### config.mk
export PLATFORM = sky130hd
export DESIGN_NAME = pad_hit_detect_and_sequence_capture
export DESIGN_NICKNAME = d
export VERILOG_FILES = /design/src/hw/rtl/phd_pkg.sv /design/src/hw/rtl/phd_lane.sv /design/src/hw/rtl/phd_merge.sv /design/src/hw/rtl/pad_hit_detect_and_sequence_capture.sv
export VERILOG_INCLUDE_DIRS = /design/src /design/src/hw/rtl
export SDC_FILE = /design/constraint.sdc
export NUM_CORES = 1
export LEC_CHECK = 0
export BUFFER_PORTS_ARGS = -buffer_cell sky130_fd_sc_hd__buf_2
export CAP_MARGIN = 20
export CORE_UTILIZATION = 45
export DETAILED_ROUTE_END_ITERATION = 6
export RECOVER_POWER = 50
export SLEW_MARGIN = 0
export SYNTH_ARGS = -nofsm -noshare
export SYNTH_HDL_FRONTEND = slang
export SYNTH_SLANG_ARGS = --single-unit
### constraint.sdc
create_clock -name aclk -period 12.8 [get_ports aclk]
set_input_delay 3.84 -clock aclk [delete_from_list [all_inputs] [get_ports aclk]]
set_output_delay 3.84 -clock aclk [all_outputs]
set_load 0.01 [all_outputs]
### src/hw/rtl/pad_hit_detect_and_sequence_capture_assert.svh
// Assertion macros for the pad hit detector.
// Included by the top level; no other dependencies.
`ifndef PAD_HIT_DETECT_AND_SEQUENCE_CAPTURE_ASSERT_SVH
`define PAD_HIT_DETECT_AND_SEQUENCE_CAPTURE_ASSERT_SVH

`ifndef NO_ASSERTIONS
// Checked only while out of reset.
`define PHD_ASSERT(label, prop, msg) \
    label: assert property (@(posedge aclk) disable iff (!aresetn) prop) else $error(msg);
// Checked at every edge, reset included.
`define PHD_ASSERT_ALWAYS(label, prop, msg) \
    label: assert property (@(posedge aclk) prop) else $error(msg);
`else
`define PHD_ASSERT(label, prop, msg)
`define PHD_ASSERT_ALWAYS(label, prop, msg)
`endif

`endif

### src/hw/rtl/phd_pkg.sv
// Shared constants and types for the pad hit detector.
// No dependencies.
package phd_pkg;

    localparam int NUM_PADS    = 4;
    localparam int SEQ_DEPTH   = 6;
    localparam int SAMPLE_BITS = 10;

    localparam int THR_W   = 10;
    localparam int LOCK_W  = 16;
    localparam int TIME_W  = 32;
    localparam int ENTRY_W = 3;
    localparam int COUNT_W = $clog2(SEQ_DEPTH + 1);
    localparam int SLOT_W  = $clog2(SEQ_DEPTH + NUM_PADS + 1);
    localparam int IDX_W   = (SEQ_DEPTH > 1) ? $clog2(SEQ_DEPTH) : 1;
    localparam int WORD_W  = ENTRY_W * SEQ_DEPTH;
    localparam int CMP_W   = (SAMPLE_BITS > THR_W) ? SAMPLE_BITS : THR_W;

    localparam int CFG_IDX_W  = 1;
    localparam int CFG_DATA_W = 16;

    typedef enum logic [CFG_IDX_W-1:0] {
        CFG_HIT_THRESHOLD = 1'b0,
        CFG_LOCKOUT_MS    = 1'b1
    } cfg_index_t;

    localparam logic [THR_W-1:0]  THRESHOLD_RESET = THR_W'(512);
    localparam logic [LOCK_W-1:0] LOCKOUT_RESET   = LOCK_W'(200);

    typedef struct packed {
        logic [SAMPLE_BITS-1:0] sample_pad0;
        logic [SAMPLE_BITS-1:0] sample_pad1;
        logic [SAMPLE_BITS-1:0] sample_pad2;
        logic [SAMPLE_BITS-1:0] sample_pad3;
        logic [TIME_W-1:0]      now_ms;
        logic                   capture_on;
        logic                   capture_restart;
    } in_item_t;

    typedef struct packed {
        logic [NUM_PADS-1:0] pressed_mask;
        logic [NUM_PADS-1:0] trigger_mask;
        logic [NUM_PADS-1:0] appended_mask;
        logic [COUNT_W-1:0]  sequence_length;
        logic [WORD_W-1:0]   sequence_word;
    } out_item_t;

    // Broadcast to every lane.
    typedef struct packed {
        logic              accept;
        logic              active;
        logic [THR_W-1:0]  threshold;
        logic [LOCK_W-1:0] lockout_ms;
        logic [TIME_W-1:0] now_ms;
    } lane_ctl_t;

    typedef struct packed {
        logic trigger;
        logic pressed;
    } lane_res_t;

endpackage

### src/hw/rtl/phd_lane.sv
// One pad lane: threshold compare, lockout timer and pressed flag.
// Depends on phd_pkg.
module phd_lane (
    input  logic                                 aclk,
    input  logic                                 aresetn,
    input  phd_pkg::lane_ctl_t                   ctl,
    input  logic [phd_pkg::SAMPLE_BITS-1:0]      sample,
    output phd_pkg::lane_res_t                   res
);
    import phd_pkg::*;

    logic              pressed_reg, pressed_next;
    logic [TIME_W-1:0] last_time_reg, last_time_next;
    logic              above;
    logic              unlocked;
    logic              trigger;
    logic [TIME_W-1:0] elapsed;

    always_comb begin
        above    = CMP_W'(sample) > CMP_W'(ctl.threshold);
        elapsed  = ctl.now_ms - last_time_reg;   // wraps mod 2^32
        unlocked = elapsed > TIME_W'(ctl.lockout_ms);
        trigger  = ctl.active && above && !pressed_reg && unlocked;

        pressed_next   = pressed_reg;
        last_time_next = last_time_reg;
        if (ctl.active) begin
            pressed_next = above ? (pressed_reg || trigger) : 1'b0;
        end
        if (trigger) begin
            last_time_next = ctl.now_ms;
        end
    end

    always_ff @(posedge aclk) begin
        if (!aresetn) begin
            pressed_reg   <= 1'b0;
            last_time_reg <= '0;
        end else if (ctl.accept) begin
            pressed_reg   <= pressed_next;
            last_time_reg <= last_time_next;
        end
    end

    assign res.trigger = trigger;
    assign res.pressed = pressed_next;

endmodule

### src/hw/rtl/phd_merge.sv
// Merge stage: appends triggered pads to the sequence in pad order.
// Depends on phd_pkg.
module phd_merge (
    input  logic                              aclk,
    input  logic                              aresetn,
    input  logic                              accept,
    input  logic                              restart,
    input  logic [phd_pkg::NUM_PADS-1:0]      trigger_mask,
    output logic [phd_pkg::NUM_PADS-1:0]      appended_mask,
    output logic [phd_pkg::COUNT_W-1:0]       sequence_length,
    output logic [phd_pkg::WORD_W-1:0]        sequence_word
);
    import phd_pkg::*;

    logic [ENTRY_W-1:0] entries_reg [SEQ_DEPTH];
    logic [ENTRY_W-1:0] entries_next [SEQ_DEPTH];
    logic [COUNT_W-1:0] count_reg, count_next;
    logic [SLOT_W-1:0]  slot;

    always_comb begin
        slot          = restart ? '0 : SLOT_W'(count_reg);
        appended_mask = '0;
        for (int k = 0; k < SEQ_DEPTH; k++) begin
            entries_next[k] = restart ? '0 : entries_reg[k];
        end
        // Lower pad index takes the earlier slot.
        for (int i = 0; i < NUM_PADS; i++) begin
            if (trigger_mask[i] && (slot < SLOT_W'(SEQ_DEPTH))) begin
                appended_mask[i]             = 1'b1;
                entries_next[slot[IDX_W-1:0]] = ENTRY_W'(i + 1);
                slot                         = slot + SLOT_W'(1);
            end
        end
        count_next = slot[COUNT_W-1:0];
        for (int k = 0; k < SEQ_DEPTH; k++) begin
            sequence_word[k*ENTRY_W +: ENTRY_W] = entries_next[k];
        end
    end

    assign sequence_length = count_next;

    always_ff @(posedge aclk) begin
        if (!aresetn) begin
            count_reg <= '0;
            for (int k = 0; k < SEQ_DEPTH; k++) begin
                entries_reg[k] <= '0;
            end
        end else if (accept) begin
            count_reg <= count_next;
            for (int k = 0; k < SEQ_DEPTH; k++) begin
                entries_reg[k] <= entries_next[k];
            end
        end
    end

endmodule

### src/hw/rtl/pad_hit_detect_and_sequence_capture.sv
// Top level of the pad hit detector: config registers, lanes, merge, output buffer.
// Depends on phd_pkg, phd_lane, phd_merge and the assertion macro header.
//
// Usage:
//   s_valid/s_ready/s_data carry one sampling tick per request: four pad
//   readings, the millisecond time and the capture controls.
//   m_valid/m_ready/m_data return exactly one result per tick, in order.
//   cfg_wr_en/cfg_wr_index/cfg_wr_data write the hit threshold (index 0)
//   and the lockout time (index 1); write only while the block is idle.
// Timing:
//   A tick is evaluated in the cycle it is accepted; its result is registered
//   into the output buffer. One tick per cycle is sustained while m_ready is high: the four
//   pad lanes and the ordered append all settle within that cycle.
// Stall:
//   A two-entry output buffer holds results; s_ready drops only when both
//   entries are full, so one more tick is taken while a result waits.
// Reset:
//   aresetn low clears pressed flags, trigger times, the sequence and the
//   output buffer, and loads threshold 512 and lockout 200 ms.
`include "pad_hit_detect_and_sequence_capture_assert.svh"

module pad_hit_detect_and_sequence_capture (
    input  logic                                 aclk,
    input  logic                                 aresetn,
    input  logic                                 s_valid,
    output logic                                 s_ready,
    input  phd_pkg::in_item_t                    s_data,
    output logic                                 m_valid,
    input  logic                                 m_ready,
    output phd_pkg::out_item_t                   m_data,
    input  logic                                 cfg_wr_en,
    input  logic [phd_pkg::CFG_IDX_W-1:0]        cfg_wr_index,
    input  logic [phd_pkg::CFG_DATA_W-1:0]       cfg_wr_data
);
    import phd_pkg::*;

    logic [THR_W-1:0]  threshold_reg;
    logic [LOCK_W-1:0] lockout_reg;

    logic       push, pop;
    lane_ctl_t  ctl;
    lane_res_t  lane_res [NUM_PADS];
    logic [SAMPLE_BITS-1:0] samples [NUM_PADS];
    logic [NUM_PADS-1:0] trig_mask, pressed_mask, app_mask;
    logic [COUNT_W-1:0]  seq_len;
    logic [WORD_W-1:0]   seq_word;
    out_item_t result;

    out_item_t out_data_reg, skid_data_reg;
    logic      out_valid_reg, skid_valid_reg;

    // Configuration
    always_ff @(posedge aclk) begin
        if (!aresetn) begin
            threshold_reg <= THRESHOLD_RESET;
            lockout_reg   <= LOCKOUT_RESET;
        end else if (cfg_wr_en) begin
            case (cfg_index_t'(cfg_wr_index))
                CFG_HIT_THRESHOLD: threshold_reg <= cfg_wr_data[THR_W-1:0];
                CFG_LOCKOUT_MS:    lockout_reg   <= cfg_wr_data[LOCK_W-1:0];
                default: ;
            endcase
        end
    end

    assign s_ready = !skid_valid_reg;
    assign push    = s_valid && s_ready;
    assign pop     = out_valid_reg && m_ready;

    assign ctl.accept     = push;
    assign ctl.active     = s_data.capture_on;
    assign ctl.threshold  = threshold_reg;
    assign ctl.lockout_ms = lockout_reg;
    assign ctl.now_ms     = s_data.now_ms;

    assign samples[0] = s_data.sample_pad0;
    assign samples[1] = s_data.sample_pad1;
    assign samples[2] = s_data.sample_pad2;
    assign samples[3] = s_data.sample_pad3;

    for (genvar i = 0; i < NUM_PADS; i++) begin : g_lane
        phd_lane u_lane (
            .aclk    (aclk),
            .aresetn (aresetn),
            .ctl     (ctl),
            .sample  (samples[i]),
            .res     (lane_res[i])
        );
        assign trig_mask[i]    = lane_res[i].trigger;
        assign pressed_mask[i] = lane_res[i].pressed;
    end

    phd_merge u_merge (
        .aclk            (aclk),
        .aresetn         (aresetn),
        .accept          (push),
        .restart         (s_data.capture_restart),
        .trigger_mask    (trig_mask),
        .appended_mask   (app_mask),
        .sequence_length (seq_len),
        .sequence_word   (seq_word)
    );

    assign result.pressed_mask    = pressed_mask;
    assign result.trigger_mask    = trig_mask;
    assign result.appended_mask   = app_mask;
    assign result.sequence_length = seq_len;
    assign result.sequence_word   = seq_word;

    // Two-entry output buffer; out_* is the head, skid_* the second entry.
    always_ff @(posedge aclk) begin
        if (!aresetn) begin
            out_valid_reg  <= 1'b0;
            skid_valid_reg <= 1'b0;
        end else if (!out_valid_reg) begin
            out_valid_reg <= push;
        end else if (pop) begin
            if (skid_valid_reg) begin
                skid_valid_reg <= push;
            end else begin
                out_valid_reg <= push;
            end
        end else if (push) begin
            skid_valid_reg <= 1'b1;
        end
    end

    always_ff @(posedge aclk) begin
        if (!out_valid_reg || (pop && !skid_valid_reg)) begin
            if (push) begin
                out_data_reg <= result;
            end
        end else if (pop) begin
            out_data_reg <= skid_data_reg;
            if (push) begin
                skid_data_reg <= result;
            end
        end else if (push) begin
            skid_data_reg <= result;
        end
    end

    assign m_valid = out_valid_reg;
    assign m_data  = out_data_reg;

    `PHD_ASSERT(a_app_within_trig, m_valid |-> ((m_data.appended_mask & ~m_data.trigger_mask) == '0), "appended pad did not trigger")
    `PHD_ASSERT(a_len_bound, m_valid |-> (m_data.sequence_length <= COUNT_W'(SEQ_DEPTH)), "sequence length above depth")
    `PHD_ASSERT(a_skid_order, skid_valid_reg |-> out_valid_reg, "second buffer entry without head")
    `PHD_ASSERT_ALWAYS(a_reset_empty, !aresetn |=> !m_valid, "result valid after reset")

endmodule
==> metrics.yaml <==
sta:
  tightestPinTransition_ps: 1980
  drv_slew: 146
  setup_tns_ps: 0
  hold-worst-slack_ps: 462
  fin_skew_ps: 10.8
  report.final.setup_viol: 0
  rsz0062_at_grt: "no"
  timing.fmax_ghz: 0.0859
  slew_headroom: -0.320
  period_needed_ps: 11640
  post-route-period-util: 0.909
  finalHoldViolCount: 0
  setup_ws_ps: 1160
route:
  drc_errors: 0
  drtPass1Iterations: 6
  viasPerCell: 5.70
  ant_nets: 0
  vias: 18200
  wirelength_mm: 58.4
  wl_per_cell_um: 18.2
  drt-initial-drc-count: 1247
worst_setup_path:
  required_ps: 13140
  slowest_delay_ps: 740
  crit_path_end_kind: "register"
  slowest_stage: "o31ai_1"
  path_max_fanout: 10
  path_common_cell: "ha_1"
  path_class: "in -> reg"
  start_kind: "input port"
  crit_arrival_ps: 11970
final_layout:
  final_area_um2: 22200
  largest_reg_flops: 128
  final_cells: 3200
  final_cell_mix: "nand2_1 (409), ha_1 (231), inv_1 (207), a21oi_1 (172), dfxtp_1 (163)"
  fin_nets: 2918
  drive_above_1_share: 0.0755
  final_common_cell: "nand2_1"
  final_util: 0.502
  area_delta_synth_final_pct: 9.94
  n_antenna_cell: 0
synthesis:
  synth_seq_cells: 247
  ys.flop_type: "dfxtp_1"
  synth.avg_cell_area_um2: 8.05
  synth_cell_type_count: 93
  synth_nets: 2836
  synth_edf_count: 84
  seq_area_frac_synth: 0.287
  synthCells: 2505
  async_flop_share: 0
  yosys_warnings: 0
  syn_area_um2: 20200
grt:
  grt_pass1_vias: 17200
  grt_max_degree: 127
  track_usage: 0.253
  grt_pass1_wl_mm: 91.7
  grt_antenna_before_repair: 0
  grt_overflow_total: 0
floorplanning:
  io_pins: 131
  rows: 77
  die_w_um: 214
  start_util: 0.456
  dieHeight_um: 214
  dieArea_um2: 45700
  core_um2: 44200
place:
  post-place-ws_ps: 1190
  postPlaceCellArea_um2: 21300
  hpwl_mm: 44.9
  dp_cells: 3146
  numPortBuffers: 130
  place_congestion: 0.943
clocking:
  root_buffer: "clkbuf_16"
  cts_buffers: 29
  cts_post_setup_buffers_inserted: 0
  cts_sinks: 247
  cts_resized: 0
  cts_hold_buf: 0
  clock_latency_ps: 580
  clockBufferDepth: 3
  clkTransAtPathRegs_ps: 60
  cts_tree: "built"
  htree_levels: 1
status:
  violations: "capacitance limit, slew limit"
  status: "complete, but fails checks"
power_and_ir_drop:
  vdd_drop_max_uv: 88.7
  report.power.total_mw: 2.43
  powerDensity_nw_per_um2: 109
  p_leak_nw: 8.73
worst_hold_path:
  hold_path_class: "reg -> reg"
flow_run:
  cap_violations: 4
worst paths after layout:
path / start / end / slack, ps / depth (start not counted)
worst max-delay path: s_data[6] / m_data[12] / 1160 / 31
worst min-delay path: g_lane[1].u_lane.last_time_reg[19] / g_lane[1].u_lane.last_time_reg[19] / 460 / 2
worst max register to register: g_lane[0].u_lane.last_time_reg[3] / m_data[12] / 4290 / 31
worst min register to register: g_lane[1].u_lane.last_time_reg[19] / g_lane[1].u_lane.last_time_reg[19] / 460 / 2
synth_stat cells, types with 6 or more instances:
cell / count / share of area
a211o_1: 12 / 0.0052
a211oi_1: 18 / 0.0067
a21boi_0: 123 / 0.046
a21o_1: 74 / 0.028
a21oi_1: 172 / 0.043
a221o_1: 6 / 0.0030
a31oi_1: 23 / 0.0071
and2_1: 28 / 0.0087
and3_1: 17 / 0.0053
and4_1: 6 / 0.0026
buf_1: 6 / 0.0011
clkbuf_1: 83 / 0.015
dfxtp_1: 163 / 0.16
edfxtp_1: 84 / 0.13
ha_1: 231 / 0.14
inv_1: 207 / 0.039
mux2_2: 16 / 0.0089
mux2i_1: 39 / 0.019
nand2_1: 409 / 0.076
nand2b_1: 18 / 0.0056
nand3_1: 37 / 0.0092
nand4_1: 43 / 0.013
nor2_1: 132 / 0.025
nor2b_1: 57 / 0.018
nor3_1: 46 / 0.011
nor4_1: 12 / 0.0037
o2111ai_1: 9 / 0.0039
o211ai_1: 32 / 0.012
o21a_1: 35 / 0.013
o21ai_0: 94 / 0.023
o21ai_1: 7 / 0.0017
o21bai_1: 17 / 0.0063
o221ai_1: 6 / 0.0026
o31ai_1: 13 / 0.0048
o41ai_1: 7 / 0.0030
or3_1: 10 / 0.0031
xnor2_1: 62 / 0.027
xor2_1: 31 / 0.013
cell type report:
| cell class | count | area (um2) |
|---|---|---|
| Multi-Input combinational cell | 1955 | 13200 |
| Sequential cell | 247 | 5790 |
| Clock inverter | 11 | 91.3 |
| Tap cell | 592 | 741 |
| Timing Repair Buffer | 145 | 717 |
| Fill cell | 4353 | 22000 |
| Clock buffer | 41 | 832 |
| Inverter | 209 | 785 |
worst max-delay path, delay by kind of cell:
| kind | cells | cell delay (ps) |
|---|---|---|
| buf+inv | 3 | 410 |
| simple gates | 10 | 2350 |
| fa+ha+maj | 4 | 1310 |
| compound gates | 12 | 3560 |
| xor+xnor | 2 | 510 |
metal layers:
metal,GRT usage,up-vias,wire [um]
met5,0,-,0
met4,0.0608,0,1210
met3,0.0230,82,2910
met2,0.414,480,26000
met1,0.358,8590,28200
li1,-,9096,-
logic make-up (layout without fill, tap and decap cells):
group / after synthesis / after routing / synth area share
XOR/XNOR: 95 / 95 / 0.0423
adder cells (fa/ha/maj): 235 / 235 / 0.147
multiplexers: 56 / 56 / 0.0290
AO/OA/AOI/OAI: 726 / 726 / 0.244
AND/OR/NAND/NOR: 843 / 843 / 0.193
buffers and inverters: 303 / 406 / 0.0570
flip-flops: 247 / 247 / 0.287
where the power goes:
part | switching, mW | internal (mW)
Combinational | 0.447 | 0.288
Clock | 0.340 | 0.470
Sequential | 0.0209 | 0.861
Total | 0.808 | 1.62
Note: power is estimated with default switching activity, not from simulation.
